<file path="src/hw/rtl/bfsp_pkg.sv">
// Shared types and character codes for the bracket frame sensor parser.
// Used by the stream interface instances and the top level; depends on nothing.

package bfsp_pkg;

  // Parser phases, one-hot.
  typedef enum logic [6:0] {
    PH_HUNT   = 7'b000_0001,
    PH_KIND   = 7'b000_0010,
    PH_SPACE  = 7'b000_0100,
    PH_SIGN   = 7'b000_1000,
    PH_DIGITS = 7'b001_0000,
    PH_SKIP   = 7'b010_0000,
    PH_DROP   = 7'b100_0000
  } phase_t;

  localparam logic [7:0] CH_LBRACK  = 8'h5B;
  localparam logic [7:0] CH_RBRACK  = 8'h5D;
  localparam logic [7:0] CH_COMMA   = 8'h2C;
  localparam logic [7:0] CH_KIND_US = 8'h75;
  localparam logic [7:0] CH_KIND_IR = 8'h69;
  localparam logic [7:0] CH_PLUS    = 8'h2B;
  localparam logic [7:0] CH_MINUS   = 8'h2D;
  localparam logic [7:0] CH_BLANK   = 8'h20;
  localparam logic [7:0] CH_TAB     = 8'h09;
  localparam logic [7:0] CH_CR      = 8'h0D;
  localparam logic [7:0] CH_ZERO    = 8'h30;
  localparam logic [7:0] CH_NINE    = 8'h39;

  localparam logic KIND_US = 1'b0;
  localparam logic KIND_IR = 1'b1;

  localparam logic [3:0] FIELD_COUNT_MAX = 4'd15;

  typedef struct packed {
    logic [7:0] rx_byte;
  } in_item_t;

  typedef struct packed {
    logic               frame_kind;
    logic [3:0]         field_count;
    logic signed [15:0] us_first;
    logic signed [15:0] us_second;
    logic signed [15:0] ir_first;
    logic signed [15:0] ir_second;
    logic signed [15:0] ir_third;
  } out_item_t;

endpackage

</file>
<file path="src/hw/rtl/bfsp_stream_if.sv">
// Valid/ready stream channel with a source and a sink side.
// The payload type is chosen per instance; no package dependency.

interface bfsp_stream_if #(
  parameter type payload_t = logic [7:0]
);

  logic     valid;
  logic     ready;
  payload_t data;

  modport source (output valid, output data, input ready);
  modport sink (input valid, input data, output ready);

endinterface

</file>
<file path="src/hw/rtl/bracket_frame_sensor_parser.sv">
// Bracket frame sensor parser: top level.
// Depends on bfsp_pkg and the bfsp_stream_if channel interface.
//
// Usage:
//   rx carries one received ASCII byte per transaction (bfsp_pkg::in_item_t).
//   tx carries one result per completed "[u...]" or "[i...]" frame
//   (bfsp_pkg::out_item_t): the frame kind, its field count and every
//   latched ultrasonic and infrared value after the frame was applied.
//   Frames of any other kind, empty frames and bytes outside frames give
//   no result.
// Timing:
//   Each byte is parsed in the cycle it is accepted; a closing bracket
//   registers its result into the output register, or into the skid register
//   while tx stalls. One byte per cycle is taken while tx keeps up.
//   Results go through an output register backed by one skid register, so
//   a stalled tx does not stop rx until both hold a result; rx.ready then
//   stays low until the output register is drained. rx.ready comes from a
//   register only.
// Reset:
//   rst clears the parser to the hunt for an opening bracket, zeroes all
//   latched values and empties the output registers.

module bracket_frame_sensor_parser
  import bfsp_pkg::*;
#(
  parameter int VALUE_WIDTH = 16,
  parameter int US_SLOTS    = 2,
  parameter int IR_SLOTS    = 3
) (
  input  logic             clk,
  input  logic             rst,
  bfsp_stream_if.sink      rx,
  bfsp_stream_if.source    tx
);

  localparam int STAGE_SLOTS = (US_SLOTS > IR_SLOTS) ? US_SLOTS : IR_SLOTS;
  localparam int SIDX_W      = (STAGE_SLOTS > 1) ? $clog2(STAGE_SLOTS) : 1;
  localparam int AW          = VALUE_WIDTH + 4;
  localparam logic [VALUE_WIDTH-1:0] MAG_LIMIT = {1'b1, {(VALUE_WIDTH-1){1'b0}}};
  localparam logic [VALUE_WIDTH-1:0] POS_LIMIT = {1'b0, {(VALUE_WIDTH-1){1'b1}}};

  phase_t                        phase, phase_next;
  logic                          kind, kind_next;
  logic [3:0]                    field_index, field_index_next;
  logic [VALUE_WIDTH-1:0]        acc, acc_next;
  logic                          neg, neg_next;
  logic signed [VALUE_WIDTH-1:0] staged [STAGE_SLOTS];
  logic signed [VALUE_WIDTH-1:0] staged_next [STAGE_SLOTS];
  logic signed [VALUE_WIDTH-1:0] us_vals [US_SLOTS];
  logic signed [VALUE_WIDTH-1:0] us_vals_next [US_SLOTS];
  logic signed [VALUE_WIDTH-1:0] ir_vals [IR_SLOTS];
  logic signed [VALUE_WIDTH-1:0] ir_vals_next [IR_SLOTS];

  out_item_t out_reg, skid_reg, result;
  logic      out_valid, skid_valid;
  logic      emit;

  logic                          fire, pop;
  logic [7:0]                    c;
  logic                          c_space, c_digit;
  logic [AW-1:0]                 acc_wide;
  logic [VALUE_WIDTH-1:0]        acc_digit;
  logic signed [VALUE_WIDTH-1:0] field_val;
  logic [3:0]                    count_val;

  assign c        = rx.data.rx_byte;
  assign fire     = rx.valid & rx.ready;
  assign pop      = out_valid & tx.ready;
  assign rx.ready = ~skid_valid;
  assign tx.valid = out_valid;
  assign tx.data  = out_reg;

  assign c_space = (c == CH_BLANK) || ((c >= CH_TAB) && (c <= CH_CR));
  assign c_digit = (c >= CH_ZERO) && (c <= CH_NINE);

  // acc * 10 + digit, clamped to the largest magnitude that can still be stored.
  assign acc_wide  = (AW'(acc) << 3) + (AW'(acc) << 1) + AW'(c[3:0]);
  assign acc_digit = (acc_wide > AW'(MAG_LIMIT)) ? MAG_LIMIT : acc_wide[VALUE_WIDTH-1:0];

  // The magnitude never exceeds MAG_LIMIT, so its negation stays in range; at MAG_LIMIT it is the most negative value.
  assign field_val = neg ? $signed(-acc)
                         : $signed((acc == MAG_LIMIT) ? POS_LIMIT : acc);

  assign count_val = (field_index == FIELD_COUNT_MAX) ? FIELD_COUNT_MAX
                                                      : field_index + 4'd1;

  always_comb begin
    phase_next       = phase;
    kind_next        = kind;
    field_index_next = field_index;
    acc_next         = acc;
    neg_next         = neg;
    staged_next      = staged;
    us_vals_next     = us_vals;
    ir_vals_next     = ir_vals;
    emit             = 1'b0;

    if (fire) begin
      unique case (phase)
        PH_HUNT: begin
          if (c == CH_LBRACK) phase_next = PH_KIND;
        end
        PH_KIND: begin
          if (c == CH_KIND_US || c == CH_KIND_IR) begin
            kind_next        = (c == CH_KIND_IR) ? KIND_IR : KIND_US;
            field_index_next = '0;
            for (int i = 0; i < STAGE_SLOTS; i++) staged_next[i] = '0;
            acc_next   = '0;
            neg_next   = 1'b0;
            phase_next = PH_SPACE;
          end else if (c == CH_RBRACK) begin
            phase_next = PH_HUNT;
          end else begin
            phase_next = PH_DROP;
          end
        end
        PH_DROP: begin
          if (c == CH_RBRACK) phase_next = PH_HUNT;
        end
        PH_SPACE, PH_SIGN, PH_DIGITS, PH_SKIP: begin
          if (c == CH_COMMA || c == CH_RBRACK) begin
            if (field_index < 4'(STAGE_SLOTS)) begin
              staged_next[field_index[SIDX_W-1:0]] = field_val;
            end
          end
          if (c == CH_COMMA) begin
            if (field_index != FIELD_COUNT_MAX) field_index_next = field_index + 4'd1;
            acc_next   = '0;
            neg_next   = 1'b0;
            phase_next = PH_SPACE;
          end else if (c == CH_RBRACK) begin
            if (kind == KIND_US) begin
              for (int i = 0; i < US_SLOTS; i++) us_vals_next[i] = staged_next[i];
            end else begin
              for (int i = 0; i < IR_SLOTS; i++) ir_vals_next[i] = staged_next[i];
            end
            emit       = 1'b1;
            phase_next = PH_HUNT;
          end else begin
            case (phase)
              PH_SPACE: begin
                if (c_space) begin
                  phase_next = PH_SPACE;
                end else if (c == CH_PLUS || c == CH_MINUS) begin
                  neg_next   = (c == CH_MINUS);
                  phase_next = PH_SIGN;
                end else if (c_digit) begin
                  acc_next   = acc_digit;
                  phase_next = PH_DIGITS;
                end else begin
                  phase_next = PH_SKIP;
                end
              end
              PH_SIGN: begin
                if (c_digit) begin
                  acc_next   = acc_digit;
                  phase_next = PH_DIGITS;
                end else begin
                  acc_next   = '0;
                  neg_next   = 1'b0;
                  phase_next = PH_SKIP;
                end
              end
              PH_DIGITS: begin
                if (c_digit) acc_next = acc_digit;
                else phase_next = PH_SKIP;
              end
              default: begin
                phase_next = phase;
              end
            endcase
          end
        end
        default: begin
          phase_next = PH_HUNT;
        end
      endcase
    end
  end

  // Result as seen after this frame was applied; missing slots read as zero.
  always_comb begin
    result             = '0;
    result.frame_kind  = kind;
    result.field_count = count_val;
    result.us_first    = 16'(us_vals_next[0]);
    if (US_SLOTS > 1) result.us_second = 16'(us_vals_next[(US_SLOTS > 1) ? 1 : 0]);
    result.ir_first    = 16'(ir_vals_next[0]);
    if (IR_SLOTS > 1) result.ir_second = 16'(ir_vals_next[(IR_SLOTS > 1) ? 1 : 0]);
    if (IR_SLOTS > 2) result.ir_third  = 16'(ir_vals_next[(IR_SLOTS > 2) ? 2 : 0]);
  end

  always_ff @(posedge clk) begin
    if (rst) begin
      phase       <= PH_HUNT;
      kind        <= KIND_US;
      field_index <= '0;
      acc         <= '0;
      neg         <= 1'b0;
      for (int i = 0; i < STAGE_SLOTS; i++) staged[i] <= '0;
      for (int i = 0; i < US_SLOTS; i++) us_vals[i] <= '0;
      for (int i = 0; i < IR_SLOTS; i++) ir_vals[i] <= '0;
    end else begin
      phase       <= phase_next;
      kind        <= kind_next;
      field_index <= field_index_next;
      acc         <= acc_next;
      neg         <= neg_next;
      staged      <= staged_next;
      us_vals     <= us_vals_next;
      ir_vals     <= ir_vals_next;
    end
  end

  // Output register with one skid entry behind it.
  always_ff @(posedge clk) begin
    if (rst) begin
      out_valid  <= 1'b0;
      skid_valid <= 1'b0;
    end else begin
      if (!out_valid || pop) begin
        if (skid_valid) begin
          out_valid  <= 1'b1;
          skid_valid <= 1'b0;
        end else begin
          out_valid <= emit;
        end
      end else if (emit) begin
        skid_valid <= 1'b1;
      end
    end
  end

  always_ff @(posedge clk) begin
    if (!out_valid || pop) begin
      if (skid_valid) out_reg <= skid_reg;
      else if (emit) out_reg <= result;
    end else if (emit) begin
      skid_reg <= result;
    end
  end

  a_skid_behind_out : assert property (@(posedge clk) disable iff (rst)
    skid_valid |-> out_valid)
    else $error("skid register holds a result while the output register is empty");

  a_close_gives_result : assert property (@(posedge clk) disable iff (rst)
    (fire && c == CH_RBRACK &&
     (phase == PH_SPACE || phase == PH_SIGN || phase == PH_DIGITS || phase == PH_SKIP))
    |=> out_valid)
    else $error("closing bracket of a frame produced no result");

  a_acc_bounded : assert property (@(posedge clk) disable iff (rst)
    acc <= MAG_LIMIT)
    else $error("number accumulator above saturation limit");

  a_skid_refills_out : assert property (@(posedge clk) disable iff (rst)
    (pop && skid_valid) |=> (out_valid && !skid_valid))
    else $error("skid entry lost when the output register was drained");

endmodule

</file>
<file path="src/flat_wrapper.sv">
// flat-port wrapper written by rule: the top's interface ports become plain ports
module bracket_frame_sensor_parser_flat import bfsp_pkg::*;
#(
  parameter int VALUE_WIDTH = 16,
  parameter int US_SLOTS    = 2,
  parameter int IR_SLOTS    = 3
)
  (clk, rst, rx_valid, rx_data, rx_ready, tx_valid, tx_data, tx_ready);
  bfsp_stream_if #(.payload_t(in_item_t)) rx_i ();
  bfsp_stream_if #(.payload_t(out_item_t)) tx_i ();
  input  logic clk;
  input  logic rst;
  input wire logic [$bits(rx_i.valid)-1:0] rx_valid;
  input wire logic [$bits(rx_i.data)-1:0] rx_data;
  output wire logic [$bits(rx_i.ready)-1:0] rx_ready;
  output wire logic [$bits(tx_i.valid)-1:0] tx_valid;
  output wire logic [$bits(tx_i.data)-1:0] tx_data;
  input wire logic [$bits(tx_i.ready)-1:0] tx_ready;
  assign rx_i.valid = rx_valid;
  assign rx_i.data = rx_data;
  assign rx_ready = rx_i.ready;
  assign tx_valid = tx_i.valid;
  assign tx_data = tx_i.data;
  assign tx_i.ready = tx_ready;
  bracket_frame_sensor_parser #(.VALUE_WIDTH(VALUE_WIDTH), .US_SLOTS(US_SLOTS), .IR_SLOTS(IR_SLOTS)) u_core (.clk(clk), .rst(rst), .rx(rx_i), .tx(tx_i));
endmodule
</file>
<file path="config.mk">
export PLATFORM = sky130hd
export DESIGN_NAME = bracket_frame_sensor_parser_flat
export DESIGN_NICKNAME = d
export VERILOG_FILES = /design/src/hw/rtl/bfsp_pkg.sv /design/src/hw/rtl/bfsp_stream_if.sv /design/src/hw/rtl/bracket_frame_sensor_parser.sv /design/src/flat_wrapper.sv
export SDC_FILE = /design/constraint.sdc
export NUM_CORES = 1
export LEC_CHECK = 0
export ABC_AREA = 1
export BUFFER_PORTS_ARGS = -buffer_cell sky130_fd_sc_hd__buf_2
export CORE_MARGIN = 2
export CORE_UTILIZATION = 52
export DETAILED_ROUTE_END_ITERATION = 16
export GPL_TIMING_DRIVEN = 0
export PLACE_DENSITY_LB_ADDON = 0.08
export SETUP_SLACK_MARGIN = 0.15
export SYNTH_ARGS = -nofsm -noshare
export SYNTH_HDL_FRONTEND = slang
export SYNTH_SLANG_ARGS = --single-unit
</file>
<file path="constraint.sdc">
create_clock -name clk -period 9.24 [get_ports clk]
set_input_delay 2.31 -clock clk [delete_from_list [all_inputs] [get_ports clk]]
set_output_delay 2.31 -clock clk [all_outputs]
set_load 0.005 [all_outputs]
</file>
-- After elaboration in Yosys (flattened, before gate mapping)
Cells that the tools add are included.
Widths: inputs -> output; s select.
- reduce and logical (&&, ||, !) cells: 21
- mux-type cells: 62
- add/subtract/negate cells: 4
- $lt $le $gt $ge: 8
- equal/unequal tests: 32
- bitwise gates (word level): 5
- operator list (operator ; number):
    $mux 48 ; 8
    $mux 16 ; 11
    $mux 85 ; 2
    $mux 32 ; 5
    $pmux 48 s2 ; 1
    $mux 7 ; 9
    $bwmux 48 ; 1
    $pmux 16 s3 ; 1
    $demux 16 s2 ; 1
    $eq 8x6->1 const B ; 4
    $eq 8x7->1 const B ; 4
    $pmux 16 s2 ; 1
    $pmux 7 s4 ; 1
    $pmux 7 s3 ; 1
    $add 19x17->20 ; 1
    $add 20x4->20 ; 1
    $gt 20x16->1 const B ; 1
    $eq 16x16->1 const B ; 1
    $mux 4 ; 4
    $neg 16->16 ; 1
    $mux 1 ; 12
    $ne 4x4->1 const B ; 3
    $ne 2x1->1 const B ; 5
    $reduce_and 5->1 ; 2
    39 further kinds ; 51
- flip-flop bits (word level): 329
- input bits: 12

-- Logic depth before layout (Yosys ltp)
Gate-level depths: netlist (run 1).
- word-level depth: 15
- depth in mapped cells: 19
- mapped depth without buffers: 19

-- Least setup slack after synthesis (run 1)
No wires, ideal clock.
- path kind: in2reg
- from: input rx_data[1]
- to: register u_core.out_reg (netlist bit u_core.tx.data[0]) (enable)
- slack: 1960 ps
- cell stages on the path: 11
- data arrival time: 6749 ps
- path buffers: 0
- path through: inv_1 -> nand2_1 -> inv_1 -> nand2_1 -> nor2_4 -> inv_2 -> nor2_8 -> nand2_4 -> nand2_1 -> inv_1 -> nor2_1
- cells in the longest elaborated chain, start to end: 7
- elaborated cells between the ends (all ways): 8
- classes of those cells: eq/ne: 2; mux: 4; reduce/logical: 2
- ends and longest elaborated chain (element ; line ; text):
    start: declaration ; flat_wrapper.sv:14 ; input wire logic [$bits(rx_i.data)-1:0] rx_data;
    $eq 8x7->1 ; bracket_frame_sensor_parser.sv:131 ; end else if (c == CH_RBRACK) begin
    $mux 1 ; bracket_frame_sensor_parser.sv:131 ;
    $mux 1 (*) ; bracket_frame_sensor_parser.sv:126 ; if (c == CH_COMMA) begin
    $mux 1 (*) ; bracket_frame_sensor_parser.sv:99 ; unique case (phase)
    $mux 1 (*) ; bracket_frame_sensor_parser.sv:98 ; if (fire) begin
    $reduce_bool 2->1 (no line) (*) ; - ;
    $reduce_and 2->1 (no line) (*) ; - ;
    end signal: assignment ; bracket_frame_sensor_parser.sv:236 ; if (skid_valid) out_reg <= skid_reg;
    end signal: assignment ; bracket_frame_sensor_parser.sv:237 ; else if (emit) out_reg <= result;
    end: declaration ; bracket_frame_sensor_parser.sv:54 ; out_item_t out_reg, skid_reg, result;
Every way passes the cells marked *; elsewhere a longest branch is shown, timed or not.
A chain may end at the register's enable or synchronous reset.

-- Worst setup path after layout (run 1)
- from: input rx_data[3]
- to: register u_core.acc[8]
- cells in the longest elaborated chain, start to end: 10
- elaborated cells between the ends (all ways): 33
- classes of those cells: add/sub: 1; order compare: 5; eq/ne: 12; mux: 9; reduce/logical: 6
- ends and longest elaborated chain (element ; line ; text):
    $add 20x4->20 ; bracket_frame_sensor_parser.sv:77 ; assign acc_wide = (AW'(acc) << 3) + (AW'(acc) << 1) + AW'(c[3:0]);
    $gt 20x16->1 ; bracket_frame_sensor_parser.sv:78 ; assign acc_digit = (acc_wide > AW'(MAG_LIMIT)) ? MAG_LIMIT : acc_wide[VALUE_WIDTH-1:0];
    $mux 16 ; bracket_frame_sensor_parser.sv:78 ;
    $mux 16 ; bracket_frame_sensor_parser.sv:147, bracket_frame_sensor_parser.sv:165 ;
    $mux 16 ; bracket_frame_sensor_parser.sv:144 ; end else if (c == CH_PLUS || c == CH_MINUS) begin
    $mux 16 ; bracket_frame_sensor_parser.sv:142 ; if (c_space) begin
    $pmux 16 s3 ; bracket_frame_sensor_parser.sv:140 ; case (phase)
    $mux 16 ; bracket_frame_sensor_parser.sv:131 ;
    $mux 16 ; bracket_frame_sensor_parser.sv:126 ;
    $pmux 16 s2 ; bracket_frame_sensor_parser.sv:99 ;
    end signal: assignment ; bracket_frame_sensor_parser.sv:207 ; acc <= acc_next;
    end: declaration ; bracket_frame_sensor_parser.sv:45 ; logic [VALUE_WIDTH-1:0] acc, acc_next;
Several ways; a longest one is shown, not always the timed one. The select of a mux whose other input is x is not followed.

==> results of run 1 <==
[placed cells by master, fill, tap and decap left out, types with 9 or more instances in the layout]
master,n
ha_1,36
o21ai_0,52
or2_2,64
inv_1,203
o211ai_1,9
buf_2,110
nand4_1,13
nor3_1,11
clkbuf_1,50
nand2_1,583
o21ai_1,51
nand3_1,143
clkbuf_16,36
nor2_1,163
dfxtp_1,159
edfxtp_1,170
or2_1,26
a21oi_1,100
a31oi_1,14
nor2_2,12
inv_2,13
[worst paths after layout]
check	from	end	depth (start not counted)
min reg2reg	u_core.staged[35]$_SDFFE_PP0P_	u_core.staged[35]$_SDFFE_PP0P_	2
min	u_core.staged[35]$_SDFFE_PP0P_	u_core.staged[35]$_SDFFE_PP0P_	2
max	rx_data[3]	u_core.acc[8]$_SDFFE_PP0P_	16
max reg2reg	u_core.acc[0]$_SDFFE_PP0P_	u_core.acc[8]$_SDFFE_PP0P_	15
[metrics by stage]
step	power, mW	util (%)
final	3.134	60.48
after global placement	1.756	56.29
after floorplan	1.701	-
after CTS	3.155	60.48
after global routing	3.228	60.48
after detailed placement	1.757	56.61
[cell type report]
| type | count | share of cell area, % |
|---|---|---|
| buffer | 71 | 1.986 |
| timing repair buffer | 101 | 3.138 |
| tap | 390 | 2.708 |
| inverter | 218 | 4.569 |
| clock buffer | 49 | 5.492 |
| clock inverter | 15 | 0.9095 |
| sequential | 329 | 45.99 |
| multi-input combinational | 1320 | 35.21 |
[cell families after synthesis]
group | after synthesis | share of synthesized area (%)
DFF | 329 | 52.46
and+or+nand+nor | 1043 | 28.80
buffers and inverters | 289 | 7.476
adders and majority gates | 38 | 3.104
xor gates and xnor gates | 6 | 0.3326
AOI/OAI and AO/OA | 233 | 7.832
[power by group through the flow]
stage               Sequential (mW)  Clock [mW]  Combinational (mW)
finish                         1.54        1.40               0.188
global route                   1.54        1.48               0.204
CTS                            1.54        1.43               0.185
detailed placement             1.57           0               0.184
global placement               1.57           0               0.183
floorplan                      1.57           0               0.130
[worst max-delay path, delay by kind of cell]
family	cells	cell delay, ns
adder cells (fa/ha/maj)	2	0.99
AO/OA/AOI/OAI	1	0.13
AND/OR/NAND/NOR	9	1.18
buffers and inverters	4	0.63
[layer usage]
metal  vias to the layer above  track usage [%]  wire length (um)
met5                         -                0                 0
met4                         0            7.182               924
met3                        63            3.900              2359
met2                       368            41.51             18430
met1                      5992            34.02             17790
li1                       6536                -                 -
==> run summary, run 1 <==
Status -> completed
Peak VDD IR -> 0.1063 mV
Layout area overhead -> 14.06%
Post-CTS Setup Inserts -> 0
DRT Wirelength -> 39.51 mm
Clock root cell -> clkbuf_16
Minimum clock period -> 4.826 ns
Via count of the first global-routing pass -> 11,938
Initial antenna violation count -> 0
Std cell rows -> 63
Port buffer count -> 97
GR Util All Layers -> 25.01%
Synthesized flop and latch total -> 329
Clock Latency Late Sink -> 0.52 ns
Dpl cells -> 2,429
Die Ht -> 178.3 um
CTS tree -> built
Netlist cell types -> 41
Max H-tree Level -> 2
Syn Area/Cell -> 8.152 sq um
Pre-antenna DRT Iters -> 5
P_leak -> 8.197 nW
Design Area, Final -> 18,020 sq um
Io pins -> 99
Worst Setup Path Type -> in2reg
Vias per cell -> 5.198
Sequential share of the synthesized area -> 52.46%
Max Freq -> 207.2 MHz
Final Hold Viols -> 0
Reg2Reg Setup Slack -> 5.97 ns
Cell internal pwr -> 2.418 mW
DR WL/cell -> 15.85 um
Area taken by flip-flops and latches -> 8288 sq um
Sw Pwr -> 716.8 uW
Ant diodes -> 0
Clock share of power -> 44.8%
Crit-path cells -> buf_2, inv_1, fa_1, fa_1, inv_1, nand3_1, nand2_1, nand2_1, nand2_1, nand3_1, nand3_1, nand3_1, nor2_2, buf_2, nand3_1, a21oi_1
Ys flop type -> edfxtp_1
DP Wirelength -> 29.69 mm
Setup ws final -> 4.414 ns
Worst Tran Pin Value -> 0.9050 ns
Comb power frac -> 6.0%
DRC viols -> 0
Post-CTS sizing -> 0
Fin Hold WS -> 0.4637 ns
CTS clk-pin slew, worst paths -> 0.06 ns
Chip width -> 178.3 um
Ratio of cells with drive above 1 in the final layout -> 13.93%
Seq pwr share -> 49.2%
Nets@finish -> 2,126
Full die area -> 31,790 sq um
CP peak stage delay -> 0.54 ns
Min-delay worst type -> reg2reg
Max Cap Violations -> 0
Clock Tree Buf Depth -> 3
Slew headroom -> 39.52%
CP max stage cell -> fa_1
Fill count -> 2,749
CORE AREA -> 29,800 sq um
Number of synthesized flops with an enable pin -> 170
Slew Viols, Final -> 0
Yosys warns -> 0
Clock skew -> 0.01541 ns
Crit-path max FO -> 10
Post-synth top area cell -> edfxtp_1
DP Area -> 16,870 sq um
Largest net degree at the start of global routing -> 41
Most frequent cell after synthesis -> nand2_1
Via count -> 12,959
Post-Place Worst Slack -> 3.907 ns
Net Sw Frac -> 22.87%
Remaining antenna violation count -> 0
Total power divided by cell area -> 173.9 nW/um^2
Final instance count without filler cells -> 2,493
Initial Util -> 53.02%
Final Cycle Share -> 52.23%
DRT iter0 DRCs -> 1,044
Largest cells by area after synthesis -> edfxtp_1 (32%), dfxtp_1 (20%), nand2_1 (14%)
Post-synth top cells -> nand2_1 (583), inv_1 (203), edfxtp_1 (170), nor2_1 (165), dfxtp_1 (159)
CP endpoint kind -> flop
Net Count, Synth -> 1,988
Grt ovf -> 0
WP data arrival -> 5.26 ns
Mapped Area -> 15,800 sq um
First-pass GRT wire length -> 62.21 mm
Cts hold-fix bufs -> 0
Post-synthesis async set-or-reset flop share -> 0%
CP dominant cell by count -> nand3_1
Final GP Congestion -> 0.9206
RSZ-0062 raised after global routing -> no
Cell count after synthesis -> 1,938
Clock Sinks -> 329
Num CTS Buffers -> 35
Fin Setup TNS -> 0 ns
Area of the multi-input gates -> 6345 sq um
CP required -> 9.68 ns
Synth top area share -> 32.31%
Crit start category -> primary input
Final setup fails -> 0
No activity file was read; power rests on OpenSTA's default activity.
==> run 2: changes to the inputs <==
==> constraint.sdc (replaced) <==
create_clock -name clk -period 4.5 [get_ports clk]
set_input_delay 1.125 -clock clk [delete_from_list [all_inputs] [get_ports clk]]
set_output_delay 1.125 -clock clk [all_outputs]
set_load 0.005 [all_outputs]
==> run 2 against run 1 <==
Effect of this change: global-route usage is 0.28 points higher; final area hardly changed; utilization hardly changed; clock power is 100% higher; register-to-register slack worse by 4.8 ns; via count is 1.2% higher; count of clock-buffer cells in the layout is 1 higher; die area stayed put; worst setup slack worse by 3.6 ns; combinational power is 110% higher; cell count hardly changed; flip-flop and latch count stayed put; critical endpoint is now u_core.acc[10]$_SDFFE_PP0P_; highest routed layer unchanged.
==> run summary, run 2 (same netlist as run 1, synthesis figures left out) <==
Hold Path Depth -> 2 (unchanged)
Dpl cells -> 2,429 (unchanged)
Full die area -> 31,790 sq um (unchanged)
Final Cycle Share -> 81.00%
Num CTS Buffers -> 36 (+2.9%)
RSZ-0062 raised after global routing -> no
Ant diodes -> 0 (unchanged)
Grt ovf -> 0 (unchanged)
DRT Wirelength -> 39.80 mm (+0.74%)
Worst Setup Path Type -> in2reg
Post-Place Worst Slack -> 0.3427 ns (-3.564 ns)
Reg2Reg Setup Slack -> 1.20 ns (-4.77 ns)
Via count of the first global-routing pass -> 12,156 (+1.8%)
P_leak -> 8.177 nW (-0.25%)
Crit start category -> primary input
CP peak stage delay -> 0.54 ns (about the same)
Clock Tree Buf Depth -> 3 (unchanged)
Buffers & Inverters on Critical Path -> 4 (unchanged)
Fin Hold WS -> 0.4636 ns (-0.00007300 ns)
Total Power -> 6.421 mW (+100%)
Depth of the most critical reg-to-reg path -> 17 (+2)
CTS tree -> built
Slew Viols, Final -> 0 (unchanged)
WHS Endpoint -> u_core.staged[46]$_SDFFE_PP0P_
Io pins -> 99 (unchanged)
Ratio of cells with drive above 1 in the final layout -> 13.73% (-0.20 points)
Via count -> 13,116 (+1.2%)
Final setup fails -> 0 (unchanged)
Pre-antenna DRT Iters -> 7 (+2)
Clock root cell -> clkbuf_16
Final Hold Viols -> 0 (unchanged)
Critical R2R Launch -> u_core.acc[0]$_SDFFE_PP0P_
Final GP Congestion -> 0.9345 (+1.5%)
Min-delay worst type -> reg2reg
CP endpoint kind -> flop
Minimum clock period -> 3.645 ns
Initial Util -> 53.02% (unchanged)
First-pass GRT wire length -> 63.29 mm (+1.7%)
Setup ws final -> 0.8550 ns (-3.559 ns)
Max Cap Violations -> 0 (unchanged)
Chip width -> 178.3 um (unchanged)
CP dominant cell by count -> nand2_1
Most frequent cells in the layout -> nand2_1 (583), inv_1 (203), edfxtp_1 (170)
Std cell rows -> 63 (unchanged)
FF-to-FF End -> u_core.acc[10]$_SDFFE_PP0P_
DRC viols -> 0 (unchanged)
Most common cell after layout, fill and taps aside -> nand2_1
Slew headroom -> 44.23% (+4.7 points)
Crit-path cells -> buf_2, inv_1, fa_1, fa_1, inv_1, nand3_1, nand2_1, nand2_1, nand2_1, nand2_1, nand2_1, nand2_1, nand2_1, nand3_1, nor2_2, buf_2, nand3_1, a21oi_1
Final instance count without filler cells -> 2,495 (+0.080%)
Die Ht -> 178.3 um (unchanged)
Nets@finish -> 2,127 (+0.047%)
GR Util All Layers -> 25.29% (+0.28 points)
Fin util -> 60.46% (about the same)
DP Wirelength -> 29.91 mm (+0.73%)
CP max stage cell -> fa_1
Fill count -> 2,692 (-2.1%)
Max H-tree Level -> 2 (unchanged)
Clock Latency Late Sink -> 0.53 ns (about the same)
DRT iter0 DRCs -> 1,227 (+18%)
Initial antenna violation count -> 0 (unchanged)
DR WL/cell -> 15.95 um (+0.66%)
Clock Sinks -> 329 (unchanged)
Post-CTS sizing -> 0 (unchanged)
Delay-heaviest family, CP -> simple AND/OR/NAND/NOR gates
Clock skew -> 0.02048 ns (+0.005072 ns)
Max Freq -> 274.4 MHz
Remaining antenna violation count -> 0 (unchanged)
CTS clk-pin slew, worst paths -> 0.06 ns (about the same)
Post-CTS Setup Inserts -> 0 (unchanged)
Cts hold-fix bufs -> 0 (unchanged)
Port buffer count -> 97 (unchanged)
Status -> completed
Layout area overhead -> 14.03% (about the same)
DP Area -> 16,870 sq um (unchanged)
CP required -> 4.94 ns (-4.74 ns)
CORE AREA -> 29,800 sq um (unchanged)
Vias per cell -> 5.257 (+1.1%)
Crit-path max FO -> 10 (unchanged)
Design Area, Final -> 18,020 sq um (about the same)
Total power divided by cell area -> 356.4 nW/um^2 (+100%)
Peak VDD IR -> 0.2651 mV (+150%)
Hold path startpoint -> u_core.staged[46]$_SDFFE_PP0P_
Fin Setup TNS -> 0 ns (unchanged)
Largest net degree at the start of global routing -> 39 (-4.9%)
WP data arrival -> 4.08 ns (-1.18 ns)
Worst Tran Pin Value -> 0.8366 ns (-0.06842 ns)
## run 2: how the worst max path moves through the flow
stage,from,endpoint,slack (ns),cells after the start
2_1_floorplan,rx_data[1],u_core.tx.data[0]$_DFFE_PP_,0.82,11
3_3_place_gp,rx_data[1],u_core.skid_reg[32]$_DFFE_PP_,0.06,10
6_report,rx_data[3],u_core.acc[10]$_SDFFE_PP0P_,0.86,18
5_1_grt,rx_data[3],u_core.acc[8]$_SDFFE_PP0P_,0.56,18
4_1_cts,rx_data[3],u_core.acc[10]$_SDFFE_PP0P_,0.87,18
3_5_place_dp,rx_data[3],u_core.acc[10]$_SDFFE_PP0P_,0.34,18
## run 2: cell type report
cell class              instances  area (sq um)  area share [%]
flip-flops and latches        329          8288           46.00
multi-input cells            1320          6345           35.22
clock buffers                  50          1016           5.639
inverters                     218         823.3           4.570
repair buffers                101         565.5           3.139
well taps                     390         488.0           2.709
plain buffers                  71         357.8           1.986
clock inverters                16         132.6          0.7362
## run 2: worst reg2reg max path, stage by stage, from the launching register on
cell,delay [ns]
dfxtp_1,0.36
inv_1,0.13
fa_1,0.52
fa_1,0.45
inv_1,0.13
nand3_1,0.11
nand2_1,0.17
nand2_1,0.09
nand2_1,0.10
nand2_1,0.09
nand2_1,0.07
nand2_1,0.04
nand2_1,0.09
nand3_1,0.09
nor2_2,0.26
buf_2,0.28
nand3_1,0.10
a21oi_1,0.13
## run 2: report_power, final
| part | total (mW) | internal [mW] | switching [mW] | leakage (nW) |
|---|---|---|---|---|
| registers | 3.17 | 3.15 | 0.0193 | 2.84 |
| logic | 0.389 | 0.0990 | 0.290 | 4.78 |
| clock network | 2.86 | 1.69 | 1.17 | 0.556 |
## run 2: routing by layer
layer	vias to the layer above	wire length, um	global-route usage (%)
met5	-	0	0
met3	77	2400	4.369
met1	6123	18000	34.28
met4	0	1102	7.588
li1	6557	-	-
met2	359	18300	41.62
==> run 3: changes to the inputs <==
==> constraint.sdc (replaced) <==
create_clock -name clk -period 3.45 [get_ports clk]
set_input_delay 0.8625 -clock clk [delete_from_list [all_inputs] [get_ports clk]]
set_output_delay 0.8625 -clock clk [all_outputs]
set_load 0.005 [all_outputs]
==> run 3 against run 2 <==
Effect of this change: hold slack lost 0.00073 ns; critical path type unchanged; global-route usage increased by 0.32 points; utilization is essentially flat; sequential share of layout area about the same; non-clock buffer count grew 2.
==> run summary, run 3 (same netlist as run 1, synthesis figures left out) <==
Minimum clock period -> 3.029 ns
Via count -> 13,031 (-0.65%)
Crit start category -> primary input
CP endpoint kind -> flop
Min-delay worst type -> reg2reg
CTS tree -> built
Cts hold-fix bufs -> 0 (unchanged)
Peak VDD IR -> 0.3216 mV (+21%)
Final GP Congestion -> 0.9268 (-0.82%)
Std cell rows -> 63 (unchanged)
DRT Wirelength -> 40.05 mm (+0.63%)
DRT iter0 DRCs -> 1,047 (-15%)
Most common cell after layout, fill and taps aside -> nand2_1
WP data arrival -> 3.39 ns (-0.69 ns)
DP Wirelength -> 29.74 mm (-0.55%)
Final Cycle Share -> 87.79%
Post-Place Worst Slack -> -0.4637 ns (-0.8063 ns)
Via count of the first global-routing pass -> 12,207 (+0.42%)
Status -> completed
Initial Util -> 53.02% (unchanged)
Port buffer count -> 97 (unchanged)
Slew Viols, Final -> 0 (unchanged)
CORE AREA -> 29,800 sq um (unchanged)
RSZ-0062 raised after global routing -> no
Setup ws final -> 0.4213 ns (-0.4337 ns)
Clock Latency Late Sink -> 0.52 ns (about the same)
Final Hold Viols -> 0 (unchanged)
CP required -> 3.81 ns (-1.13 ns)
Chip width -> 178.3 um (unchanged)
Fin Setup TNS -> 0 ns (unchanged)
Final setup fails -> 0 (unchanged)
P_leak -> 8.176 nW (about the same)
GR Util All Layers -> 25.62% (+0.32 points)
Layout area overhead -> 14.02% (about the same)
Full die area -> 31,790 sq um (unchanged)
Most frequent cells in the layout -> nand2_1 (579), inv_1 (198), edfxtp_1 (170)
DR WL/cell -> 16.04 um (+0.59%)
Initial antenna violation count -> 1 (+1)
Ratio of cells with drive above 1 in the final layout -> 14.73% (+1.0 points)
CTS clk-pin slew, worst paths -> 0.06 ns (about the same)
Total power divided by cell area -> 453.6 nW/um^2 (+27%)
Nets@finish -> 2,128 (+0.047%)
Clock Tree Buf Depth -> 3 (unchanged)
Crit-path max FO -> 10 (unchanged)
Worst Setup Path Type -> in2reg
Pre-antenna DRT Iters -> 5 (-2)
Remaining antenna violation count -> 0 (unchanged)
Clock skew -> 0.02059 ns (+0.0001134 ns)
Num CTS Buffers -> 35 (-2.8%)
Io pins -> 99 (unchanged)
Clock root cell -> clkbuf_16
Grt ovf -> 0 (unchanged)
Max Freq -> 330.2 MHz
Max Cap Violations -> 0 (unchanged)
Worst Tran Pin Value -> 0.8260 ns (-0.01058 ns)
Clock Sinks -> 329 (unchanged)
DRC viols -> 0 (unchanged)
Largest net degree at the start of global routing -> 39 (unchanged)
Vias per cell -> 5.221 (-0.69%)
Die Ht -> 178.3 um (unchanged)
Max H-tree Level -> 2 (unchanged)
First-pass GRT wire length -> 63.42 mm (+0.21%)
Slew headroom -> 44.93% (+0.71 points)
-- run 3: cell count changes in the layout (fill, tap and decap cells not counted), sizes merged --
cell	delta
clkbuf	-8
clkinv	+5
buf	+2
bufinv	-2
inv	+2
clkinvlp	+1
diode	+1
-- run 3: report_power, final --
part / total [mW] / switching, mW / leakage, nW / internal [mW]
combinational: 0.510 / 0.379 / 4.81 / 0.131
clock: 3.53 / 1.55 / 0.533 / 1.98
sequential: 4.13 / 0.0256 / 2.84 / 4.10
-- run 3: area by class of cell --
type	instances	area, sq um
Tap cell	390	488.0
Sequential cell	329	8288
Fill cell	2714	11780
Multi-Input combinational cell	1320	6380
Timing Repair Buffer	103	580.6
Antenna cell	1	2.502
Buffer	71	360.3
Clock buffer	42	953.4
Clock inverter	22	125.1
Inverter	218	835.8
-- run 3: path summary, 6_finish.rpt --
| path | startpoint | to | slack [ns] | cells past startpoint |
|---|---|---|---|---|
| worst max-delay path | rx_data[3] | u_core.acc[14]$_SDFFE_PP0P_ | 0.42 | 15 |
| worst min-delay path | u_core.staged[30]$_SDFFE_PP0P_ | u_core.staged[30]$_SDFFE_PP0P_ | 0.46 | 2 |
| worst max register to register | u_core.acc[2]$_SDFFE_PP0P_ | u_core.acc[14]$_SDFFE_PP0P_ | 0.49 | 14 |
| worst min register to register | u_core.staged[30]$_SDFFE_PP0P_ | u_core.staged[30]$_SDFFE_PP0P_ | 0.46 | 2 |
-- run 3: stage by stage --
stage	hold slack (ns)	instance area, sq um	std cells	total power [mW]	util (%)
finish	0.4629	18010	2496	8.171	60.46
global route	0.4773	18010	2495	8.439	60.45
CTS	0.4633	17980	2493	8.218	60.35
detailed placement	0.4546	16900	2429	4.714	56.70
global placement	0.4474	16810	2425	4.707	56.43
floorplan	0.4398	15840	1938	4.558	-
-- run 3: repair_timing --
item                                    in CTS  in global routing
endpoints found under the setup margin      10                 15
resized for setup                            2                  9
cloned                                       0                  0
pin swaps                                    0                  1
setup buffers                                0                  2
-- run 3: worst max-delay path: stages --
cell      delay, ns
buf_2          0.13
inv_2          0.07
fa_2           0.61
inv_1          0.05
ha_1           0.33
nand2_1        0.08
nor2_1         0.04
nand3_1        0.11
nand3_1        0.17
a21boi_1       0.29
xor2_1         0.24
nand2_2        0.09
buf_4          0.17
nand3_1        0.07
a21oi_1        0.06
-- run 3: per-layer routing --
metal  global-route usage [%]  vias up  part of all wire, %
li1                         -     6561                    -
met1                    35.14     6039                   45
met2                    42.36      364                   47
met3                    3.858       67                  5.5
met4                    7.182        0                  2.3
met5                        0        -                    0
